**src/hw/rtl/dnth_pkg.sv**
```systemverilog
// Package for the dentry name TEA hash block: constants and the structs that
// pass between the byte gatherer, the round cells and the top level.
// No dependencies.
`timescale 1ns / 1ps

package dnth_pkg;

   localparam logic [31:0] INIT_WORD0 = 32'h6745_2301;
   localparam logic [31:0] INIT_WORD1 = 32'hefcd_ab89;
   localparam logic [31:0] TEA_DELTA  = 32'h9e37_79b9;
   localparam logic [7:0]  DOT_CHAR   = 8'h2e;

   // A finished 16-byte chunk as seen at the byte that completes it.
   typedef struct packed {
      logic             complete;
      logic             final_chunk;
      logic             dot_name;
      logic [3:0][31:0] words;
   } chunk_type;

   // One slot of the round chain.
   typedef struct packed {
      logic             valid;
      logic             final_chunk;
      logic             dot_name;
      logic [31:0]      x;
      logic [31:0]      y;
      logic [31:0]      r0;
      logic [31:0]      r1;
      logic [3:0][31:0] words;
   } stage_type;

endpackage

```
**src/hw/rtl/dnth_tea_cell.sv**
```systemverilog
// One TEA round cell of the round chain; registers its result for the next
// cell. Uses dnth_pkg.
`timescale 1ns / 1ps

module dnth_tea_cell #(
   parameter int CELL_INDEX = 0
) (
   input  logic                clock,
   input  logic                reset,
   input  logic                advance,
   input  dnth_pkg::stage_type stage_in,
   output dnth_pkg::stage_type stage_out
);
   import dnth_pkg::*;

   localparam logic [63:0] SUM_WIDE = 64'(TEA_DELTA) * 64'(CELL_INDEX + 1);
   localparam logic [31:0] ROUND_SUM = SUM_WIDE[31:0];

   logic [31:0] x_in, y_in;
   stage_type   stage_ff;

   // One round: x first, then y from the new x.
   always_comb begin
      x_in = stage_in.x + (((stage_in.y << 4) + stage_in.words[0]) ^
                           (stage_in.y + ROUND_SUM) ^
                           ((stage_in.y >> 5) + stage_in.words[1]));
      y_in = stage_in.y + (((x_in << 4) + stage_in.words[2]) ^
                           (x_in + ROUND_SUM) ^
                           ((x_in >> 5) + stage_in.words[3]));
   end

   // Payload moves with the chain; only the valid bit is reset.
   always_ff @(posedge clock) begin
      if (reset) begin
         stage_ff.valid <= 1'b0;
      end else if (advance) begin
         stage_ff.valid <= stage_in.valid;
      end
      if (advance) begin
         stage_ff.final_chunk <= stage_in.final_chunk;
         stage_ff.dot_name    <= stage_in.dot_name;
         stage_ff.x           <= x_in;
         stage_ff.y           <= y_in;
         stage_ff.r0          <= stage_in.r0;
         stage_ff.r1          <= stage_in.r1;
         stage_ff.words       <= stage_in.words;
      end
   end

   assign stage_out = stage_ff;

endmodule

```
**config.mk**
```make
export PLATFORM = sky130hd
export DESIGN_NAME = dnth_tea_cell
export DESIGN_NICKNAME = d
export VERILOG_FILES = /design/src/hw/rtl/dnth_pkg.sv /design/src/hw/rtl/dnth_tea_cell.sv
export SDC_FILE = /design/constraint.sdc
export NUM_CORES = 1
export LEC_CHECK = 0
export CORE_AREA = 2 2 200 202
export CTS_CLUSTER_DIAMETER = 60
export CTS_CLUSTER_SIZE = 16
export DETAILED_ROUTE_END_ITERATION = 6
export DIE_AREA = 0 0 202 204
export DONT_BUFFER_PORTS = 1
export PLACE_DENSITY_LB_ADDON = 0.15
export SLEW_MARGIN = 20
export SYNTH_ARGS = -nofsm -noshare
export SYNTH_HDL_FRONTEND = slang
export SYNTH_SLANG_ARGS = --single-unit
```
**constraint.sdc**
```tcl
create_clock -name clock -period 10 [get_ports clock]
set_input_delay 0.5 -clock clock [delete_from_list [all_inputs] [get_ports clock]]
set_output_delay 0.5 -clock clock [all_outputs]
set_load 0.005 [all_outputs]
```
==> flow_results.org <==
** Outcome
- Result of the run :: finished clean

** Place
- Final Wtd Congestion :: 0.9014
- Number of buffers inserted by port buffering :: 0
- Estimated wirelength of the detail-placed design :: 43300 um

** Synthesis
- Of the synthesized area, sequential elements account for 42.09%.
- Average instance area after synthesis :: 10.99 um^2
- Number of synthesized register bits :: 259
- Synthesized instance count :: 1679
- Among all flip-flop cells after synthesis, the most frequent one is sky130_fd_sc_hd__edfxtp_1.
- Of all flip-flops after synthesis, the portion carrying an async set or reset was 0%.
- Number of unique standard cell types used by synthesis :: 83
- After synthesis the cells add up to 18460 um^2.
- The Yosys step of the flow raised 0 warnings.
- Number of enable-type register cells in the synthesized netlist :: 258
- Net count of the mapped netlist :: 2129

** Critical path
- At the worst endpoint, the arrival time is 9.01 ns.
- Highest fanout seen on the critical path :: 12
- The worst setup path is launched from an input port.
- Element type at the critical path end :: flip-flop
- Among all stages on the critical path, the largest delay is contributed by sky130_fd_sc_hd__or4_1.
- On the critical path the largest part of the delay comes from compound AO/OA/AOI/OAI gates.
- Buffer and inverter count on the worst path :: 1
- By startpoint and endpoint, the worst setup path is classified as in -> reg.
- Largest stage delay, worst path :: 0.55 ns
- Required time at the endpoint of the critical path :: 10.30 ns

** Clock network
- The clock reaches the later pin of the worst-skew pair after 0.57 ns.
- H-tree Lvls :: 1
- Number of buffers on the longest clock path :: 3
- Counting every sink on the clock net gives 259.
- Clock transition at the register clock pins on the worst setup and hold paths after CTS :: 0.07 ns
- Count of instances resized after the clock tree is built :: 0
- Number of hold buffers added after CTS :: 93
- Once the clock tree was built, the setup fixing pass inserted 0 buffers.
- CTS tree :: done
- Buffers inserted during clock tree synthesis total 26.
- Root Buffer Master :: sky130_fd_sc_hd__clkbuf_16

** Routing
- Detailed Route WL :: 54560 um
- Number of nets still failing antenna checks after routing :: 0
- After the first detailed-routing iteration, the DRC count stood at 770.
- Detailed routing inserted a total of 13644 vias.
- Using the TritonRoute via totals, the vias-per-cell ratio works out to 5.794.
- In the final routed layout, each cell accounts on average for 23.17 um.
- # DRC :: 0
- The first detailed-routing pass took 5 iterations.

** STA
- Final worst-path cycle share :: 87.09%
- Setup TNS :: 0 ns
- The final-report max-slew violation count was 0.
- Derived from the worst setup path, the maximum achievable clock frequency is 0.1148 GHz.
- Post-Route Skew :: 0 ns
- Unrepaired setup endpoints after global routing :: no
- Worst Max-Slew Pin Slew :: 1.024 ns
- The final count of hold timing violations was 0.
- Headroom to the max-slew limit :: 31.75%
- Counting I/O delays and the setup requirement, the final critical path takes 8.709 ns.
- Number of endpoints failing setup at the final stage :: 0

** Finish
- Synthesis-to-layout area growth :: 13.68%
- In the layout the commonest cells are sky130_fd_sc_hd__xnor2_1, sky130_fd_sc_hd__edfxtp_1, sky130_fd_sc_hd__ha_1.
- Fraction of final layout cells with drive strength greater than 1 :: 4.926%
- Final-stage net count :: 2262
- Commonest non-fill, non-tap cell in the layout :: sky130_fd_sc_hd__xnor2_1
- Fill cells in the final layout number 3415.
- The register with the most flip-flops in the layout has 259 of them.

** GRT
- The number of antenna violations at the first check in global routing is 4.
- Maximum number of pins on one net before global-route repair :: 260
- Global route total overflow :: 0
- Global-route wire length before repair :: 80160 um
- The number of global-route vias before repair was 13707.
- In the global route stage, overall resource usage came out at 25.43%.

** Floorplan
- The floorplan has 73 rows.
- Count of pins on the block boundary :: 521
- The floorplan step set the die height to 204 um.
- Total Die Area :: 41210 um^2
- Initial cell density of the core :: 47.10%
- In this run the standard cell core region covers 39180 um^2.
- From left edge to right edge, the die measures 202 um.

** Hold path
- Class of the most critical hold timing path :: in -> reg

** Run
- The tool flagged a number of max-cap violations equal to 0.
==> Yosys cell counts (all sizes together), types with 7 or more instances <==
cell type	instances	area [um^2]
ha	182	2277
or3	14	87.58
nor2b	16	100.1
a211oi	17	137.6
and3	20	127.6
a221o	7	70.07
xor2	53	464.2
inv	55	206.5
o21bai	20	150.1
a31oi	11	68.82
a211o	7	61.31
nor4	7	43.79
nand3	28	140.1
nor3	26	130.1
o21ai	80	407.9
nor2	74	277.8
o31ai	16	125.1
xnor2	288	2522
and4	8	72.57
nand2b	17	106.4
a21oi	150	765.7
a21o	82	615.6
and2	14	91.34
nand4	11	68.82
o21a	22	165.2
nand2	89	336.6
edfxtp	258	7747
==> final cells by class <==
cell class              instances  area [um^2]  area share [%]
inverters                      55        206.4          0.9840
clock buffers                  26        650.6           3.101
flip-flops and latches        259         7767           37.02
repair buffers                113         1081           5.152
clock inverters                17        185.2          0.8826
multi-input cells            1357        10430           49.69
diodes                          3        7.507         0.03578
well taps                     525        656.9           3.131
==> cells by family (layout without fill, tap and decap cells) <==
logic type / after synthesis / in the layout / synth area share, %
AO/OA/AOI/OAI: 476 / 476 / 17.04
multiplexers: 4 / 4 / 0.2237
flip-flops: 259 / 259 / 42.09
other: 0 / 3 / 0
buffers and inverters: 63 / 211 / 1.424
AND/OR/NAND/NOR: 342 / 342 / 9.328
XOR/XNOR: 347 / 347 / 16.91
adder cells (fa/ha/maj): 188 / 188 / 12.99
==> path summary, 6_finish.rpt <==
| kind | from | end | slack, ns | cells past startpoint |
|---|---|---|---|---|
| setup / recovery | stage_in[32] | stage_out[223] | 1.29 | 37 |
| hold / removal | stage_in[121] | stage_out[121] | 0.03 | 0 |
| setup reg to reg | stage_out[258] | stage_out[258] | 9.39 | 2 |
| hold reg to reg | stage_out[258] | stage_out[258] | 0.53 | 2 |
==> metal layers <==
metal,vias to the layer above,routed length [um],track usage (%)
li1,6550,-,-
met1,6501,23180,32.20
met2,503,25970,43.30
met3,84,3948,5.835
met4,6,1408,7.747
met5,-,49,0
==> per-stage QoR <==
step	cells	hold WS, ns	utilization (%)	setup WS [ns]	area (um^2)
global route	2353	0.008533	53.53	0.6371	20980
detailed placement	2216	0.5199	49.02	0.8785	19210
floorplan	1679	0.4850	-	1.921	18460
global placement	2216	0.5088	49.02	0.9795	19210
CTS	2352	0.00008443	53.53	1.444	20970
finish	2355	0.02531	53.55	1.291	20980
Power is not shown: default switching activity piles up to over one toggle a cycle in this logic, so the estimate is an artifact.
