## src/hw/rtl/dnth_pkg.sv

```systemverilog
// Package for the dentry name TEA hash block: constants and the structs that
// pass between the byte gatherer, the round cells and the top level.
// No dependencies.
`timescale 1ns / 1ps

package dnth_pkg;

   localparam logic [31:0] INIT_WORD0 = 32'h6745_2301;
   localparam logic [31:0] INIT_WORD1 = 32'hefcd_ab89;
   localparam logic [31:0] TEA_DELTA  = 32'h9e37_79b9;
   localparam logic [7:0]  DOT_CHAR   = 8'h2e;

   // A finished 16-byte chunk as seen at the byte that completes it.
   typedef struct packed {
      logic             complete;
      logic             final_chunk;
      logic             dot_name;
      logic [3:0][31:0] words;
   } chunk_type;

   // One slot of the round chain.
   typedef struct packed {
      logic             valid;
      logic             final_chunk;
      logic             dot_name;
      logic [31:0]      x;
      logic [31:0]      y;
      logic [31:0]      r0;
      logic [31:0]      r1;
      logic [3:0][31:0] words;
   } stage_type;

endpackage

```

## src/hw/rtl/dnth_gather.sv

```systemverilog
// Byte gatherer: packs name bytes into four chunk words, tracks the byte
// position and the dot flags, and forms the padded chunk. Uses dnth_pkg.
`timescale 1ns / 1ps

module dnth_gather #(
   parameter int MAX_NAME_BYTES = 255
) (
   input  logic                clock,
   input  logic                reset,
   input  logic                accept,
   input  logic [7:0]          name_byte,
   input  logic [7:0]          name_length,
   input  logic                last_byte,
   output dnth_pkg::chunk_type chunk
);
   import dnth_pkg::*;

   localparam int PW = $clog2(MAX_NAME_BYTES + 1);

   logic [PW-1:0]    pos_ff, pos_in;
   logic [1:0]       dot_ff, dot_in;
   logic [3:0][31:0] words_ff, words_in;
   logic [3:0]       pic;
   logic [4:0]       fill;
   logic [PW-1:0]    start_pos;
   logic [7:0]       pad_byte;
   logic [31:0]      pad_word;
   logic             final_chunk;
   logic [4:0]       k;

   assign pic       = pos_ff[3:0];
   assign fill      = {1'b0, pic} + 5'd1;
   assign start_pos = {pos_ff[PW-1:4], 4'b0000};
   assign pad_byte  = name_length - 8'(start_pos);
   assign pad_word  = {4{pad_byte}};

   // The byte at the size limit ends the name whatever its mark says.
   assign final_chunk = last_byte || (pos_ff == PW'(MAX_NAME_BYTES - 1));

   // Shift the current byte into its word and update the dot flags.
   always_comb begin
      words_in = words_ff;
      words_in[pic[3:2]] = {words_ff[pic[3:2]][23:0], name_byte};
      dot_in = dot_ff;
      if (pos_ff == '0) begin
         dot_in = {1'b0, name_byte == DOT_CHAR};
      end else if (pos_ff == PW'(1) && name_byte == DOT_CHAR) begin
         dot_in[1] = 1'b1;
      end
   end

   // Pad the chunk: words past the name are the pad word, a partial word
   // carries pad bytes above its name bytes.
   always_comb begin
      chunk.complete    = (pic == 4'd15) || final_chunk;
      chunk.final_chunk = final_chunk;
      chunk.dot_name    = ((name_length == 8'd1) && dot_in[0]) ||
                          ((name_length == 8'd2) && (dot_in == 2'b11));
      for (int i = 0; i < 4; i++) begin
         k = (fill > 5'(4 * i)) ? fill - 5'(4 * i) : 5'd0;
         if (k >= 5'd4) begin
            chunk.words[i] = words_in[i];
         end else begin
            case (k[1:0])
               2'd1:    chunk.words[i] = {pad_word[23:0], words_in[i][7:0]};
               2'd2:    chunk.words[i] = {pad_word[15:0], words_in[i][15:0]};
               2'd3:    chunk.words[i] = {pad_word[7:0], words_in[i][23:0]};
               default: chunk.words[i] = pad_word;
            endcase
         end
      end
   end

   assign pos_in = final_chunk ? '0 : pos_ff + 1'b1;

   // Position and flags restart after each name; words clear after a chunk.
   always_ff @(posedge clock) begin
      if (reset) begin
         pos_ff   <= '0;
         dot_ff   <= '0;
         words_ff <= '0;
      end else if (accept) begin
         pos_ff   <= pos_in;
         dot_ff   <= final_chunk ? 2'b00 : dot_in;
         words_ff <= chunk.complete ? '0 : words_in;
      end
   end

endmodule

```

## config.mk

```make
export PLATFORM = sky130hd
export DESIGN_NAME = dnth_gather
export DESIGN_NICKNAME = d
export VERILOG_FILES = /design/src/hw/rtl/dnth_pkg.sv /design/src/hw/rtl/dnth_gather.sv
export SDC_FILE = /design/constraint.sdc
export NUM_CORES = 1
export LEC_CHECK = 0
export ABC_AREA = 1
export BUFFER_PORTS_ARGS = -buffer_cell sky130_fd_sc_hd__buf_2
export CAP_MARGIN = 20
export CORE_MARGIN = 3
export CORE_UTILIZATION = 62
export CTS_CLUSTER_DIAMETER = 50
export DETAILED_ROUTE_END_ITERATION = 8
export PLACE_DENSITY = 0.87
export SYNTH_ARGS = -nofsm -noshare
export SYNTH_HDL_FRONTEND = slang
export SYNTH_SLANG_ARGS = --single-unit
export TNS_END_PERCENT = 20
```

## constraint.sdc

```tcl
create_clock -name clock -period 4.45 [get_ports clock]
set_input_delay 0.445 -clock clock [delete_from_list [all_inputs] [get_ports clock]]
set_output_delay 0.445 -clock clock [all_outputs]
set_load 0.01 [all_outputs]
```

==> summary.md <==
| Metric | Value |
|---|---|
| Outcome | completed |
| CTS tree | built |
| Count leader, synth | nand2_1 |
| DP HPWL | roughly 19,000 µm |
| CTS Buf Count | 17 |
| Max-cap viol count | 0 |
| Vias per Instance | around 5.8 |
| Largest net degree at the start of global routing | slightly below 90 |
| Share of cells above drive strength 1 | between 10% and 20% |
| Rel. slew slack | a little under a third |
| N_diodes | 0 |
| Starting density of the core | between 60% and 70% |
| Worst-path cell chain | ha_1 -> nand3_2 -> ha_1 -> inv_1 -> nand2_2 -> nand2_4 -> nand2_2 -> nand2_1 -> buf_4 -> nand3_1 -> nand2_1 -> buf_2 |
| Routed WL | between 20,000 and 30,000 µm |
| Top delay family on crit path | simple AND/OR/NAND/NOR gates |
| Critical Path Fanout Max | 22 |
| Min Tclk post-route | around 4.0 ns |
| Unrepaired setup endpoints after global routing | no |
| Final core occ | about 73% |
| Port buffer count | 150 |
| Fill count | about 1,200 |
| Clock H-tree levels | 4 |
| Max frequency | ~0.25 GHz |
| WP buf/inv | 3 |
| DRT Pass-1 Iters | 8 |
| Die area | about 16,000 µm² |
| Clk sink count | around 140 |
| Max-slew violations | 0 |
| Final number of hold-violating endpoints | 0 |
| GR Overflow Total | 0 |
| FF-to-FF setup slack | between 1 and 1.5 ns |
| WS Path Type | flop to output port |
| Post-synth top area share | between 30% and 40% |
| Die W | roughly 130 µm |
| Synthesized area | 8797 µm² |
| Final worst setup slack | slightly below 0.5 ns |
| Clk Latency, worst-skew pair | around 0.42 ns |
| Seq/Total Area, Yosys | between 30% and 40% |
| Fin crit share | about nine tenths |
| Ys async rst share | 0% |
| Post-CTS setup buffer count | 0 |
| Worst min path class | primary input to flop |
| Netlist cell types | 41 |
| TNS Setup | 0 ns |
| Drc violations | 0 |
| Clk buf depth | 2 |
| First-pass GRT wire length | ~43,000 µm |
| Worst-path clk slew | roughly 0.06 ns |
| Pwr Density | ~300 nW/µm² |
| Setup Slack @ Placement | 0.5707 ns |
| Power Total | roughly 3.0 mW |
| Final Net Count | 1,594 |
| VDD IR max | between 200 and 250 µV |
| Finished Layout Cells | around 1,700 |
| Core area | 13,560 µm² |
| Cells after synthesis | 1,475 |
| Worst Max-Slew Pin Slew | approximately 1.0 ns |
| Yosys warns | 0 |
| # rows | 42 |
| Vias | between 10,000 and 15,000 |
| Io pins | 151 |
| Critical path's largest stage delay | between 0.4 and 0.5 ns |
| Post-synth top cells | nand2_1, a21oi_1, o21ai_0 |
| Final ANT Viol Nets | 0 |
| Die Ht | about 130 µm |
| Vias in the first global route | between 8,000 and 9,000 |
| Endpoints failing setup | 0 |
| Post-synth EDFFs | 0 |
| Crit path launch type | flop |
| Wire per inst | between 15 and 20 µm |
| P&R area growth vs syn | 12.37% |
| Crit end category | output port |
| GP Congestion | between 1 and 1.5 |
| Cells after DPL | 1,715 |
| Clk_skew | ~0.0087 ns |
| Cell taking the most area after synthesis | dfxtp_1 |
| 1st-iter DRT viols | around 1,400 |
| Post-synth net total | between 1,500 and 2,000 |
| Top FF cell, synth | dfxtp_1 |
| Clock Tree Root | clkbuf_16 |
| #FFs+latches synth | ~140 |
| WP data required | about 4 ns |
| Leakage | 4.279 nW |
| Total GRT Usage | 33.55% |
| Initial antenna violation count | 0 |
| Slowest CP cell | dfxtp_1 |
| Worst path arrival time | 3.52 ns |
| Syn Area/Cell | about 6 µm² |
| Top cells by area, synth | dfxtp_1, nand2_1, a21oi_1 |
[layout by cell type (no fill, tap or decap), drive strengths merged]
master / n
nor4: 1
nor3: 1
nor2: 68
inv: 144
clkinvlp: 2
xor2: 1
clkbuf: 17
a21oi: 178
mux2: 2
o31ai: 1
nand3b: 2
and2: 1
o21a: 1
bufinv: 2
nand3: 46
clkinv: 9
o21ai: 184
xnor2: 1
buf: 160
a211oi: 1
ha: 15
dfxtp: 135
or2: 1
nand2: 569
o22ai: 7
o211ai: 8
fa: 1
nand4: 7
a22oi: 4
[worst paths after layout]
check / from / to / cells past startpoint
max: pos_ff[1] / chunk[77] / 12
min: last_byte / pos_ff[0] / 4
max reg2reg: pos_ff[3] / words_ff[63] / 10
min reg2reg: words_ff[0] / words_ff[0] / 2
[sequential cells by signal (all words and copies together) (netlist names)]
| register | cells |
|---|---|
| pos_ff | 8 |
| dot_ff | 2 |
| words_ff | 125 |
[cells by family (layout without fill, tap and decap cells)]
logic type                 count (synthesis)  after routing  share of synthesized area, %
AOI/OAI and AO/OA                        384            384                         22.59
xor gates and xnor gates                   2              2                        0.1992
adders and majority gates                 16             16                         2.361
buffers and inverters                    240            334                         12.13
DFF                                      135            135                         30.72
muxes                                      2              2                        0.2560
and+or+nand+nor                          696            696                         31.75
[layer usage]
| metal | wire length (µm) | share of wire [%] | global-route usage, % | vias to the layer above |
|---|---|---|---|---|
| met2 | 12610 | 46 | 52.42 | 563 |
| met5 | 0 | 0 | 0 | - |
| li1 | - | - | - | 4886 |
| met4 | 767 | 2.8 | 11.16 | 0 |
| met3 | 2863 | 10 | 8.102 | 69 |
| met1 | 11350 | 41 | 45.77 | 4517 |
[tightest hold or removal path, delay by kind of cell]
family / cells / cell delay [ns]
compound gates: 1 / 0.08
buf+inv: 2 / 0.14
simple gates: 1 / 0.12
[power breakdown]
part	leakage [nW]	internal [mW]	switching (mW)	total, mW
clock	0.275	0.814	0.548	1.36
combinational	2.92	0.110	0.260	0.370
sequential	1.09	1.21	0.00542	1.22
total	4.28	2.14	0.814	2.95
[through the flow]
step	area (µm²)	hold WS (ns)
floorplan	8797	0.4453
finish	9886	0.3975
global route	9886	0.4281
global placement	9325	0.4513
CTS	9882	0.4050
detailed placement	9325	0.4551
[cell type report]
cell class                 instances  area [µm²]  share of cell area, %
clock inverter                    13       131.4                  1.329
multi-input combinational       1100        5035                  50.93
tap                              176       220.2                  2.228
sequential                       135        2704                  27.35
clock buffer                      17       425.4                  4.303
inverter                         144       541.8                  5.480
timing repair buffer             160       828.3                  8.379
[what timing repair did]
action | CTS | global route
gates resized for setup | 0 | 2
hold endpoints to repair | 0 | 0
setup endpoints to repair | 0 | 19
hold buffers | 0 | 0
Power figures use the tool's default switching activity.
